<file path="config.mk">
export PLATFORM = sky130hd
export DESIGN_NAME = drs_front_flat
export DESIGN_NICKNAME = d
export VERILOG_FILES = /design/src/rtl/drs_pkg.sv /design/src/rtl/drs_in_if.sv /design/src/rtl/drs_front.sv /design/src/flat_wrapper.sv
export SDC_FILE = /design/constraint.sdc
export NUM_CORES = 1
export LEC_CHECK = 0
export BUFFER_PORTS_ARGS = -buffer_cell sky130_fd_sc_hd__buf_2
export CORE_AREA = 2 2 85 87
export DETAILED_ROUTE_END_ITERATION = 16
export DIE_AREA = 0 0 87 89
export PLACE_DENSITY_LB_ADDON = 0.05
export RECOVER_POWER = 25
export SYNTH_ARGS = -nofsm -noshare
export SYNTH_HDL_FRONTEND = slang
export SYNTH_SLANG_ARGS = --single-unit
</file>
<file path="constraint.sdc">
create_clock -name vclk -period 1.1
set_clock_uncertainty 0.05 [all_clocks]
set_input_delay 0.055 -clock vclk [all_inputs]
set_output_delay 0.055 -clock vclk [all_outputs]
set_load 0.02 [all_outputs]
</file>
<file path="src/rtl/drs_pkg.sv">
`timescale 1ns / 1ps
// ----------------------------------------------------------------------------
// drs_pkg
// Shared types and fixed constants of the replacement policy block.
// ----------------------------------------------------------------------------
package drs_pkg;

  localparam logic REQ_VICTIM = 1'b0;
  localparam logic REQ_UPDATE = 1'b1;

  localparam logic [1:0] LEAD_NONE  = 2'd0;
  localparam logic [1:0] LEAD_SRRIP = 2'd1;
  localparam logic [1:0] LEAD_BRRIP = 2'd2;

  localparam logic REG_HOT  = 1'b0;
  localparam logic REG_DUEL = 1'b1;

  localparam logic [1:0] RRPV_MAX   = 2'd3;
  localparam logic [1:0] RRPV_SRRIP = 2'd2;
  localparam logic [1:0] RRPV_NEAR  = 2'd0;
  localparam logic [2:0] SIG_MAX    = 3'd7;
  localparam logic [2:0] SIG_RESET  = 3'd4;
  localparam logic [1:0] CONF_MAX   = 2'd3;
  localparam logic [9:0] SEL_MAX    = 10'd1023;
  localparam logic [9:0] SEL_RESET  = 10'd511;
  localparam logic [2:0] HOT_RESET  = 3'd5;
  localparam logic [9:0] DUEL_RESET = 10'd511;

  localparam int HASH_W    = 16;
  localparam int BIMODAL_W = 5;

  typedef struct packed {
    logic              req_type;
    logic [10:0]       set_index;
    logic [3:0]        way;
    logic [HASH_W-1:0] hash;
    logic [31:0]       blk;
    logic              hit;
    logic [1:0]        lead;
  } drs_entry_t;

  typedef struct packed {
    logic [2:0] hot_threshold;
    logic [9:0] duel_threshold;
  } drs_cfg_t;

endpackage

</file>
<file path="src/rtl/drs_in_if.sv">
`timescale 1ns / 1ps
// ----------------------------------------------------------------------------
// drs_in_if
// Request channel: valid/ready handshake with the access item.
// ----------------------------------------------------------------------------
interface drs_in_if;
  logic        valid;
  logic        ready;
  logic        req_type;
  logic [10:0] set_index;
  logic [3:0]  way;
  logic [63:0] pc;
  logic [63:0] paddr;
  logic        hit;

  modport source (output valid, req_type, set_index, way, pc, paddr, hit, input ready);
  modport sink   (input valid, req_type, set_index, way, pc, paddr, hit, output ready);
endinterface

</file>
<file path="src/rtl/drs_front.sv">
`timescale 1ns / 1ps
// ----------------------------------------------------------------------------
// drs_front
// Accepts request items, hashes the pc and classifies the set for duelling.
// ----------------------------------------------------------------------------
module drs_front
  import drs_pkg::*;
#(
  parameter int NUM_SETS       = 2048,
  parameter int LEADER_SPACING = 32
) (
  drs_in_if.sink     in_ch,
  input  logic       q_full,
  input  logic       clearing,
  output logic       q_push,
  output drs_entry_t q_entry
);

  localparam logic [10:0] SET_MASK  = 11'(NUM_SETS - 1);
  localparam logic [10:0] LEAD_MASK = 11'(LEADER_SPACING - 1);
  localparam logic [10:0] LEAD_HALF = 11'(LEADER_SPACING / 2);

  logic [63:0] h64;
  logic [10:0] set_m;
  logic [10:0] lead_m;

  assign in_ch.ready = !q_full && !clearing;
  assign q_push      = in_ch.valid && in_ch.ready;

  assign h64    = in_ch.pc ^ (in_ch.pc >> 13) ^ (in_ch.pc >> 23);
  assign set_m  = in_ch.set_index & SET_MASK;
  assign lead_m = set_m & LEAD_MASK;

  always_comb begin
    q_entry.req_type  = in_ch.req_type;
    q_entry.set_index = set_m;
    q_entry.way       = in_ch.way;
    q_entry.hash      = h64[HASH_W-1:0];
    q_entry.blk       = in_ch.paddr[37:6];
    q_entry.hit       = in_ch.hit;
    if (lead_m == 11'd0) begin
      q_entry.lead = LEAD_SRRIP;
    end else if (lead_m == LEAD_HALF) begin
      q_entry.lead = LEAD_BRRIP;
    end else begin
      q_entry.lead = LEAD_NONE;
    end
  end

endmodule

</file>
<file path="src/flat_wrapper.sv">
// flat-port wrapper written by rule: the top's interface ports become plain ports
module drs_front_flat import drs_pkg::*;
#(
  parameter int NUM_SETS       = 2048,
  parameter int LEADER_SPACING = 32
)
  (q_full, clearing, q_push, q_entry, in_ch_valid, in_ch_req_type, in_ch_set_index, in_ch_way, in_ch_pc, in_ch_paddr, in_ch_hit, in_ch_ready);
  drs_in_if in_ch_i ();
  input  logic q_full;
  input  logic clearing;
  output logic q_push;
  output drs_entry_t q_entry;
  input wire logic [$bits(in_ch_i.valid)-1:0] in_ch_valid;
  input wire logic [$bits(in_ch_i.req_type)-1:0] in_ch_req_type;
  input wire logic [$bits(in_ch_i.set_index)-1:0] in_ch_set_index;
  input wire logic [$bits(in_ch_i.way)-1:0] in_ch_way;
  input wire logic [$bits(in_ch_i.pc)-1:0] in_ch_pc;
  input wire logic [$bits(in_ch_i.paddr)-1:0] in_ch_paddr;
  input wire logic [$bits(in_ch_i.hit)-1:0] in_ch_hit;
  output wire logic [$bits(in_ch_i.ready)-1:0] in_ch_ready;
  assign in_ch_i.valid = in_ch_valid;
  assign in_ch_i.req_type = in_ch_req_type;
  assign in_ch_i.set_index = in_ch_set_index;
  assign in_ch_i.way = in_ch_way;
  assign in_ch_i.pc = in_ch_pc;
  assign in_ch_i.paddr = in_ch_paddr;
  assign in_ch_i.hit = in_ch_hit;
  assign in_ch_ready = in_ch_i.ready;
  drs_front #(.NUM_SETS(NUM_SETS), .LEADER_SPACING(LEADER_SPACING)) u_core (.in_ch(in_ch_i), .q_full(q_full), .clearing(clearing), .q_push(q_push), .q_entry(q_entry));
endmodule
</file>
# After elaboration in Yosys (flattened, before gate mapping)

Index checks and enable logic that the tools add are counted.

Add/sub/neg operators: 0
$mul: 0
Divide/modulo/power cells: 0
$lt $le $gt $ge: 0
Eq/ne operators: 1
Shift operators: 0
Multiplexer cells: 2
Bitwise gates (word level): 2
Reduce and logical (&&, ||, !) cells: 5

Operators with widths:

| kind                                  | count |
|---|---|
| bitwise XOR 16 bit                    | 2 |
| logical NOT 11 bit                    | 1 |
| == test 5 bit (second input constant) | 1 |
| 2-to-1 mux 2 bit                      | 2 |
| logical AND 1 bit                     | 2 |
| logical NOT 1 bit                     | 2 |

Register bits after elaboration: 0
Latch bits: 0
Bits in writable memories: 0
Memory bits (read-only): 0
Bits of input ports: 148
Output and inout bits: 69
Logic and storage cells: 10
Memories kept: 0

# Longest topological paths before layout

Depth after elaboration: 3
Gate-level depth with buffers: 2
Depth with buffers taken out: 2

# Least setup slack after synthesis

No wires, ideal clock.

Kind: input -> output
Start: input in_ch_set_index[1]
End: output q_entry[0] (netlist bit)
Arrival time: 0.872 ns
Data required time: 0.995 ns
Path slack: 0.123 ns
Cell stages on the path: 2
Path buffers: 0
Path through: or4_4 -> nor2_1

RTL lines:

| element         | RTL line           | RTL |
|---|---|---|
| start, declared | flat_wrapper.sv:15 | `input wire logic [$bits(in_ch_i.set_index)-1:0] in_ch_set_index;` |
| end, declared   | flat_wrapper.sv:12 | `output drs_entry_t q_entry;` |

==> results.toml <==
[grt]
grt_pass1_vias = 521
grt_max_degree = 4
grt_pass1_wl_um = 2050
grt_antenna_before_repair = 0
track_usage_pct = 3.01
overflow = 0

[setup_path]
crit_required_ns = 1.00
startpoint_type = "primary input"
crit_arrival_ns = 0.95
crit_path_cell_trace = "buf_2 > or4_4 > nor2_1 > buf_4"
worstSetupPathType = "in -> out"
slowest_delay_ns = 0.52
crit_path_end_kind = "output pin"
slowest_stage = "or4_4"
crit_fanout = 2

[synth]
post-synth-top-area-fraction_pct = 54.0
ys_seq_area_share_pct = 0
yosysTopAreaCell = "buf_4"
synth_common_cells = "buf_4 (49), xnor2_1 (32), nor2_1 (3)"
yosysMostFrequentCell = "buf_4"
syn_avg_cell_area_um2 = 7.82
syn_inst = 87
netlist_top_cells_area = "buf_4 (54%), xnor2_1 (41%), nor2_1 (1.7%)"
syn_nets = 235
syn-cell-area_um2 = 681
yosys_warnings = 0
yosysUniqueCellTypes = 6

[worst_hold_path]
hold_end = "q_entry[12]"
hold_depth = 0
holdCritStartpoint = "in_ch_paddr[15]"
hold_path.class = "in -> out"

[drt]
drt_wl_total_um = 1490
postRouteAntennaNets = 0
avgRoutedWirePerCell_um = 7.84
vias_per_cell = 3.03
drt_iter0_drc = 1
vias = 575
drtPass1Iterations = 2
route.detailed.drc = 0

[run]
cap_violations = 0

[timing]
hold_viol = 0
fin_tns_setup_ns = 0
worstMarginPinSlew_ns = 0.228
fin_crit_sh_pct = 95.7
period_minus_slack_ns = 1.05
rsz0062_at_grt = "false"
clock.fmax_mhz = 950
maxSlewViolCount = 0
slew_headroom_pct = 84.7
finalSetupViolations = 0

[die]
dieHeight_um = 89
fp.coreArea_um2 = 6720
dieArea_um2 = 7740
io_pins = 217
die_w_um = 87
start_util_pct = 10.1
row_count = 30

[power]
power_density_nw_per_um2 = 632
leakage_uw = 0.000371
peakVddDrop_mv = 0.135
p_total_uw = 492

[cts]
postCtsHoldBufs = 0

[final_layout]
syn_to_final_growth_pct = 14.3
fin_area_um2 = 778
diodes = 0
fin_util_pct = 11.6
fin_nets = 260
n_clock_buffer = 0
seq_cell_count = 0
drive_gt1_share_pct = 66.4
fin_cells = 190
regArea_um2 = 0

[placed_design]
port_buffers = 72
dp.cells = 190
place.gp.congestion = 0.661
place_area_um2 = 773
dp_hpwl_um = 1440

[status]
status = "complete, no violations"
## logic make-up (layout without fill, tap and decap cells)
group                     Yosys count  in the layout  share of synthesized area [%]
and+or+nand+nor                     5              5                           4.23
buffers and inverters              50             73                           54.6
xor gates and xnor gates           32             32                           41.2
## cell type report
cell class / count / area (um^2)
Timing Repair Buffer: 72 / 365
Inverter: 1 / 3.75
Tap cell: 80 / 100
Fill cell: 785 / 5940
Multi-Input combinational cell: 37 / 309
## layer usage
layer	share of wire (%)	global-route usage, %	vias up	wire (um)
met5	0	0	-	0
met4	3.4	1.85	0	51
met3	16	0.646	14	241
met2	50	6.11	59	738
met1	31	2.68	240	457
li1	-	-	262	-
## power by group
group | switching, uW | internal [uW]
registers | 0 | 0
clock network | 0 | 0
logic | 266 | 226
## metrics by stage
| step | setup WS [ns] | hold WS, ns |
|---|---|---|
| finish | 0.0474 | 0.0600 |
| global route | 0.00521 | 0.0600 |
| CTS | 0.0273 | 0.0601 |
| detailed placement | 0.0266 | 0.0601 |
| global placement | 0.0103 | 0.0601 |
| floorplan | 0.123 | 0.140 |
## placed cells by master, fill, tap and decap left out, drive strengths merged
master and count:
xnor2 32, inv 1, or4 1, and2 1
buf 72, nor2 3
## critical path: cells and delay by family
kind | cells | cell delay (ns)
buffers and inverters | 2 | 0.25
AND/OR/NAND/NOR | 2 | 0.63
## worst max-delay path by stage
stage                            end  slack, ns                from  cells after the start
final                     q_entry[1]       0.05  in_ch_set_index[1]                      4
after global routing      q_entry[0]      0.005  in_ch_set_index[1]                      4
after CTS                 q_entry[1]       0.03  in_ch_set_index[1]                      4
after detailed placement  q_entry[1]       0.03  in_ch_set_index[1]                      4
after global placement    q_entry[1]       0.01  in_ch_set_index[1]                      4
after floorplan           q_entry[0]       0.12  in_ch_set_index[1]                      2
## repair_timing
item / CTS / global route
setup endpoints to repair: 0 / 2
buffers inserted: 0 / 0
resized for setup: 0 / 2
Power figures use the tool's default switching activity.
