$ cat src/rtl/drs_pkg.sv
`timescale 1ns / 1ps
// ----------------------------------------------------------------------------
// drs_pkg
// Shared types and fixed constants of the replacement policy block.
// ----------------------------------------------------------------------------
package drs_pkg;

  localparam logic REQ_VICTIM = 1'b0;
  localparam logic REQ_UPDATE = 1'b1;

  localparam logic [1:0] LEAD_NONE  = 2'd0;
  localparam logic [1:0] LEAD_SRRIP = 2'd1;
  localparam logic [1:0] LEAD_BRRIP = 2'd2;

  localparam logic REG_HOT  = 1'b0;
  localparam logic REG_DUEL = 1'b1;

  localparam logic [1:0] RRPV_MAX   = 2'd3;
  localparam logic [1:0] RRPV_SRRIP = 2'd2;
  localparam logic [1:0] RRPV_NEAR  = 2'd0;
  localparam logic [2:0] SIG_MAX    = 3'd7;
  localparam logic [2:0] SIG_RESET  = 3'd4;
  localparam logic [1:0] CONF_MAX   = 2'd3;
  localparam logic [9:0] SEL_MAX    = 10'd1023;
  localparam logic [9:0] SEL_RESET  = 10'd511;
  localparam logic [2:0] HOT_RESET  = 3'd5;
  localparam logic [9:0] DUEL_RESET = 10'd511;

  localparam int HASH_W    = 16;
  localparam int BIMODAL_W = 5;

  typedef struct packed {
    logic              req_type;
    logic [10:0]       set_index;
    logic [3:0]        way;
    logic [HASH_W-1:0] hash;
    logic [31:0]       blk;
    logic              hit;
    logic [1:0]        lead;
  } drs_entry_t;

  typedef struct packed {
    logic [2:0] hot_threshold;
    logic [9:0] duel_threshold;
  } drs_cfg_t;

endpackage

$ cat src/rtl/drs_queue.sv
`timescale 1ns / 1ps
// ----------------------------------------------------------------------------
// drs_queue
// Two-entry queue between the classifying front and the executing back.
// ----------------------------------------------------------------------------
module drs_queue
  import drs_pkg::*;
(
  input  logic       clk,
  input  logic       rst_n,
  input  logic       push,
  input  drs_entry_t push_entry,
  input  logic       pop,
  output logic       full,
  output logic       valid,
  output drs_entry_t head
);

  drs_entry_t ent_r [2];
  logic       wp_r;
  logic       rp_r;
  logic [1:0] cnt_r;
  logic       do_push;
  logic       do_pop;

  assign full    = cnt_r == 2'd2;
  assign valid   = cnt_r != 2'd0;
  assign head    = ent_r[rp_r];
  assign do_push = push && !full;
  assign do_pop  = pop && valid;

  always_ff @(posedge clk) begin
    if (!rst_n) begin
      wp_r  <= 1'b0;
      rp_r  <= 1'b0;
      cnt_r <= 2'd0;
    end else begin
      if (do_push) wp_r <= !wp_r;
      if (do_pop)  rp_r <= !rp_r;
      cnt_r <= cnt_r + 2'(do_push) - 2'(do_pop);
    end
  end

  always_ff @(posedge clk) begin
    if (do_push) ent_r[wp_r] <= push_entry;
  end

endmodule

$ cat config.mk
export PLATFORM = sky130hd
export DESIGN_NAME = drs_queue
export DESIGN_NICKNAME = d
export VERILOG_FILES = /design/src/rtl/drs_pkg.sv /design/src/rtl/drs_queue.sv
export SDC_FILE = /design/constraint.sdc
export NUM_CORES = 1
export LEC_CHECK = 0
export CAP_MARGIN = 20
export CORE_ASPECT_RATIO = 1.25
export CORE_MARGIN = 10
export CORE_UTILIZATION = 40
export CTS_CLUSTER_DIAMETER = 150
export DETAILED_ROUTE_END_ITERATION = 8
export DONT_BUFFER_PORTS = 1
export PLACE_DENSITY = 0.6
export SLEW_MARGIN = 20
export SYNTH_ARGS = -nofsm -noshare
export SYNTH_HDL_FRONTEND = slang
export SYNTH_SLANG_ARGS = --single-unit
$ cat constraint.sdc
create_clock -name clk -period 4.25 [get_ports clk]
set_input_delay 0.85 -clock clk [delete_from_list [all_inputs] [get_ports clk]]
set_output_delay 0.85 -clock clk [all_outputs]
set_load 0.02 [all_outputs]
Word-level counts from Yosys, hierarchy flattened
Memory sizes are Yosys's and may differ from the RTL's. A register that Yosys moved wholly into a read port is not among the register bits. Index checks and enable logic that the tools add are counted.

Bits in registers: 4. RAM bits: 134. Input port bits: 71. Output and inout port bits: 69. Logic and storage cells: 17. Memories kept: 1.

Add/sub/neg operators: 2. Equality and inequality tests: 1. Mux-type cells: 4. Reductions and logical operators: 6.

Memories: ent_r (depth 2, width 67, rd ports 1, clocked after memory_dff 1, write ports 1, line drs_queue.sv:19) `drs_entry_t ent_r [2];`.

Operator list (count): $mux 1 (4); $logic_not 1->1 (3); $add 2x1->2 (1); $eq 2x2->1 const B (1); $logic_and 1x1->1 (2); $reduce_bool 2->1 (1); $sub 2x1->2 (1).

Logic depth before layout (Yosys ltp)
Gate-level depths: netlist of run 1.

Word-level depth: 5. Gate-level depth with buffers: 8. Depth with buffers taken out: 8.

Least setup slack after synthesis of run 1
Ideal clock, no wire load.

Kind: in2reg. From: in push. To: mem ent_r[0][0] (netlist name), enable pin. Library setup time: 492 ps. Data arrival time: 3743 ps. Data required time: 3758 ps. Path slack: 14 ps. Cell stages on the path: 2. Path buffers: 0. Cell sequence: nand2_1 -> nor2_1.

Longest elaborated chain between the ends: 3.

Ends and longest elaborated chain: start, declared (line drs_queue.sv:11) `input logic push,`; $logic_and 1x1->1 (line drs_queue.sv:29) `assign do_push = push && !full;`; $mux 1 (line drs_queue.sv:45) `if (do_push) ent_r[wp_r] <= push_entry;`; $mux 1 (not written as such) (line drs_queue.sv:45); end, declared (line drs_queue.sv:19).

No other way between the ends.

==> impl_metrics.yaml, run 1 <==
critical_path:
  slowest_stage: "dfxtp_4"
  cpPeakStageDelay_ns: 1.05
  crit_type: "register to output port"
  path_cells: "mux2_2"
  required_ns: 3.40
  cp_data_arrival_time_ns: 2.00
  r2r-start: "cnt_r[0]"
  critPathLaunchType: "register"
  crit_family: "flip-flops"
  cp-end-kind: "output port"
  critPathMaxFanout: 67
  crit_buf_inv: 0
timing:
  finalClockSkew_ns: 0.004702
  min_period_ns: 2.854
  finalMaxSlewViolations: 0
  final-hold-violation-count: 0
  max_freq_ghz: 0.3504
  period_share: 0.6715
  setup_tns_ns: 0
  tightest_slew_ns: 1.077
  setup_violations: 0
  fin_hold_ws_ns: 0.5228
  rsz0062_at_grt: "false"
  max_slew_margin: 0.2822
routing:
  ant_nets: 0
  wirelength_mm: 9.288
  drc: 0
  vias_per_cell: 4.905
  route.vias.total: 2109
  drt_iter0_drc: 103
  wl_per_cell_um: 21.60
  first_pass_iters: 4
floorplanning:
  fp.dieH_um: 147.2
  fp-row-count: 46
  die_area_um2: 17930
  die_x_um: 121.8
  initial_core_util: 0.4073
  core_um2: 12720
  ios: 140
grt:
  grt_use_met2: 0.1721
  antenna_found_initial: 1
  grt_pass1_vias: 2277
  grt.busiest_layer: "met2"
  met3_usage: 0.06672
  grt_max_degree: 68
  grt_util_met1: 0.09968
  grt_util_all_layers: 0.1049
  grt_pass1_wl_mm: 13.69
  grt_overflow: 0
power:
  leakage_uw: 0.002042
  power.density_nw_per_um2: 703.7
  peakVddDrop_v: 0.0003240
cts:
  cts-buffers-inserted: 17
  root_buffer: "clkbuf_16"
  clk_pin_slew_ns: 0.06
  holdBufCountCts: 0
  cts_setup_buffers: 0
  clk_path_buf_depth: 2
  htreeDepth: 4
  cts_tree: "built"
  cts.sinks: 139
  clk_latency_ns: 0.40
  cts.repair.resized: 0
placement:
  hpwlAfterDp_mm: 6.113
  port_buffers: 0
  place_inst: 396
  place_congestion: 0.6897
  placed_cell_area_um2: 5359
synthesis:
  synth_nets: 307
  ys_ff_latch: 139
  yosysSeqAreaShare: 0.7959
  ys_types: 19
  synth_area_um2: 5181
  syn_inst: 234
  avgSynthCellArea_um2: 22.14
  yosysWarnings: 0
status:
  status: "complete, no violations"
cells_and_area:
  fin_cells: 430
  layout_common_cells: "134 x edfxtp_1, 37 x mux2_2, 30 x mux2_4, 17 x clkbuf_16, 5 x inv_6"
  drive_gt1_frac: 0.3962
  utilization: 0.4719
  final_common_cell: "edfxtp_1"
  area_growth_pct: 15.84
  fin_nets: 320
  finish.instance_area_um2: 6002
job:
  maxCapViolCount: 0
min_path:
  min_from: "rp_r"
  hold_class: "register to register"
-- worst paths after layout --
check,endpoint,slack [ns],cells past startpoint
setup / recovery,head[7],1.40,1
hold / removal,rp_r,0.52,2
setup reg to reg,ent_r[0][49],2.18,4
hold reg to reg,rp_r,0.52,2
-- kinds of logic after synthesis --
group                      count (synthesis)  share of synthesized area
muxes                                     68                     0.1693
xor gates and xnor gates                   3                   0.005072
adders and majority gates                  2                   0.004829
DFF                                      139                     0.7959
buffers and inverters                     10                    0.01304
AOI/OAI and AO/OA                          1                   0.001449
and+or+nand+nor                           11                    0.01039
-- worst reg2reg max path, cell delays in order (launching register included) --
cell	delay (ns)
dfxtp_1	0.36
nand2b_1	0.17
nand2_1	0.16
nor2_4	0.24
buf_4	0.72
-- area by class of cell --
type / count / area (um2)
tap: 168 / 210.2
timing repair buffer: 1 / 7.507
clock buffer: 18 / 429.2
sequential: 139 / 4128
multi-input combinational: 85 / 1002
clock inverter: 14 / 209.0
fill: 1056 / 6718
antenna: 2 / 5.005
inverter: 3 / 11.26
-- cell usage after synthesis, drive strengths merged --
cell	n	area [um2]
mux2	67	867.1
nand2b	2	12.51
or2	1	6.260
inv	3	11.26
buf	7	56.30
o21a	1	7.510
nor2	4	15.01
and2	1	6.260
dfxtp	5	100.1
ha	2	25.02
nand2	2	7.510
and3	1	6.260
mux2i	1	10.01
xor2	1	8.760
edfxtp	134	4024
xnor2	2	17.52
-- through the flow --
step | setup WS (ns) | total power, uW
after floorplan | 0.01440 | 2590
after global placement | 1.808 | 2704
after detailed placement | 1.787 | 2722
after CTS | 1.341 | 4304
after global routing | 1.282 | 4410
final | 1.396 | 4224
-- power breakdown --
| group | internal [uW] | switching (uW) | total [uW] |
|---|---|---|---|
| combinational | 310 | 481 | 791 |
| clock | 999 | 568 | 1570 |
| sequential | 1730 | 140 | 1870 |
| total | 3040 | 1190 | 4220 |
-- flip-flops by register name, summed over array words and instances, names as in the netlist, named ones only --
signal,flops
ent_r,134
rp_r,1
cnt_r,2
wp_r,1
-- routing by layer --
layer / wire [um] / vias up
met5: 0 / -
li1: - / 945
met4: 127 / 0
met1: 3046 / 1076
met2: 5052 / 81
met3: 1062 / 7
No activity file was read; power rests on OpenSTA's default activity.
==> run 2: changes to the inputs <==
--- a/config.mk
+++ b/config.mk
@@ -12,7 +12,7 @@
 export CTS_CLUSTER_DIAMETER = 150
 export DETAILED_ROUTE_END_ITERATION = 8
 export DONT_BUFFER_PORTS = 1
-export PLACE_DENSITY = 0.6
+export PLACE_DENSITY = 0.58
 export SLEW_MARGIN = 20
 export SYNTH_ARGS = -nofsm -noshare
 export SYNTH_HDL_FRONTEND = slang
==> constraint.sdc (replaced) <==
create_clock -name clk -period 2.8 [get_ports clk]
set_input_delay 0.56 -clock clk [delete_from_list [all_inputs] [get_ports clk]]
set_output_delay 0.56 -clock clk [all_outputs]
set_load 0.02 [all_outputs]
==> impl_metrics.yaml, run 2 (same netlist as run 1, synthesis figures left out) <==
status:
  status: "complete, no violations"
min_path:
  hold_class: "input port to register"
routing:
  route.vias.total: 2105
  wl_per_cell_um: 21.81
  ant_nets: 0
  drt_iter0_drc: 82
  first_pass_iters: 4
  wirelength_mm: 9.424
  drc: 0
  vias_per_cell: 4.873
placement:
  hpwlAfterDp_mm: 6.382
  place_inst: 399
  port_buffers: 0
  place_congestion: 0.7242
  placed_cell_area_um2: 5406
critical_path:
  crit_type: "register to output port"
  critPathLaunchType: "register"
  critPathMaxFanout: 67
  cp_data_arrival_time_ns: 1.63
  cp-end-kind: "output port"
  required_ns: 2.24
timing:
  period_share: 0.7837
  max_slew_margin: 0.6191
  max_freq_ghz: 0.4557
  finalClockSkew_ns: 0.008577
  setup_tns_ns: 0
  min_period_ns: 2.194
  tightest_slew_ns: 0.5713
  final-hold-violation-count: 0
  rsz0062_at_grt: "false"
  setup_violations: 0
  finalMaxSlewViolations: 0
cells_and_area:
  largest_register_ffs: 134
  drive_gt1_frac: 0.3931
  layout_common_cells: "134 x edfxtp_1, 37 x mux2_2, 30 x mux2_4, 17 x clkbuf_16, 5 x clkinv_2"
  reg_top3: "ent_r: 134 flops, cnt_r: 2 flops"
  area_growth_pct: 14.71
  final_common_cell: "edfxtp_1"
  fin_cells: 432
  regMostFlops: "ent_r"
  fin_nets: 323
  finish.instance_area_um2: 5943
power:
  leakage_uw: 0.002013
  peakVddDrop_v: 0.0004163
  power.density_nw_per_um2: 1020
grt:
  antenna_found_initial: 1
  grt_overflow: 0
  grt_pass1_wl_mm: 14.01
  grt_max_degree: 68
  grt_util_all_layers: 0.1071
  grt_pass1_vias: 2272
cts:
  htreeDepth: 4
  clk_pin_slew_ns: 0.06
  cts_setup_buffers: 0
  clk_path_buf_depth: 2
  cts.repair.resized: 0
  cts.sinks: 139
  root_buffer: "clkbuf_16"
  cts_tree: "built"
  holdBufCountCts: 0
  clk_latency_ns: 0.41
  cts-buffers-inserted: 17
floorplanning:
  die_area_um2: 17930
  core_um2: 12720
  die_x_um: 121.8
  fp.dieH_um: 147.2
  ios: 140
  fp-row-count: 46
  initial_core_util: 0.4073
job:
  maxCapViolCount: 0
run 2: layout make-up:
type / instances / area [um2]
Antenna cell: 2 / 5.005
Tap cell: 168 / 210.2
Inverter: 3 / 11.26
Sequential cell: 139 / 4128
Fill cell: 1068 / 6777
Multi-Input combinational cell: 85 / 1002
Timing Repair Buffer: 4 / 55.05
Clock buffer: 17 / 425.4
Clock inverter: 14 / 106.4
run 2: path summary, 6_finish.rpt:
path / start / endpoint / slack (ns) / depth (start not counted)
max: register / head[12] / 0.61 / 2
min: push_entry[49] / ent_r[1][49] / 0.24 / 0
max reg2reg: cnt_r[0] / ent_r[0][62] / 1.12 / 4
min reg2reg: rp_r / register / 0.50 / 2
run 2: through the flow:
| step | power [uW] | hold WS (ns) | worst slack, ns | util |
|---|---|---|---|---|
| 2_1_floorplan | 3921 | 0.4810 | 0.1852 | - |
| 3_3_place_gp | 4131 | 0.4960 | 1.044 | 0.4250 |
| 3_5_place_dp | 4157 | 0.4968 | 1.039 | 0.4250 |
| 4_1_cts | 6173 | 0.2231 | 0.5923 | 0.4669 |
| 5_1_grt | 6336 | 0.2225 | 0.5471 | 0.4669 |
| 6_report | 6060 | 0.2395 | 0.6056 | 0.4672 |
run 2: critical path, cell delays in order, from the launching register on:
cell     delay [ns]
dfxtp_4        0.35
buf_12         0.32
mux2_2         0.46
run 2: where the power goes:
| part | total, uW | switching [uW] | leakage, uW | internal [uW] |
|---|---|---|---|---|
| Sequential | 2690 | 71.7 | 0.00129 | 2620 |
| Combinational | 1370 | 878 | 0.000462 | 494 |
| Clock | 2000 | 800 | 0.000257 | 1200 |
| Total | 6060 | 1750 | 0.00201 | 4310 |
run 2: routing by layer:
metal  vias to the layer above  share of wire  track usage  wire length [um]
met5                         -              0            0                 0
met4                         0          0.019      0.05914               182
met3                        11           0.12      0.05905              1127
met2                        86           0.54       0.1783              5089
met1                      1052           0.32       0.1016              3025
li1                        956              -            -                 -
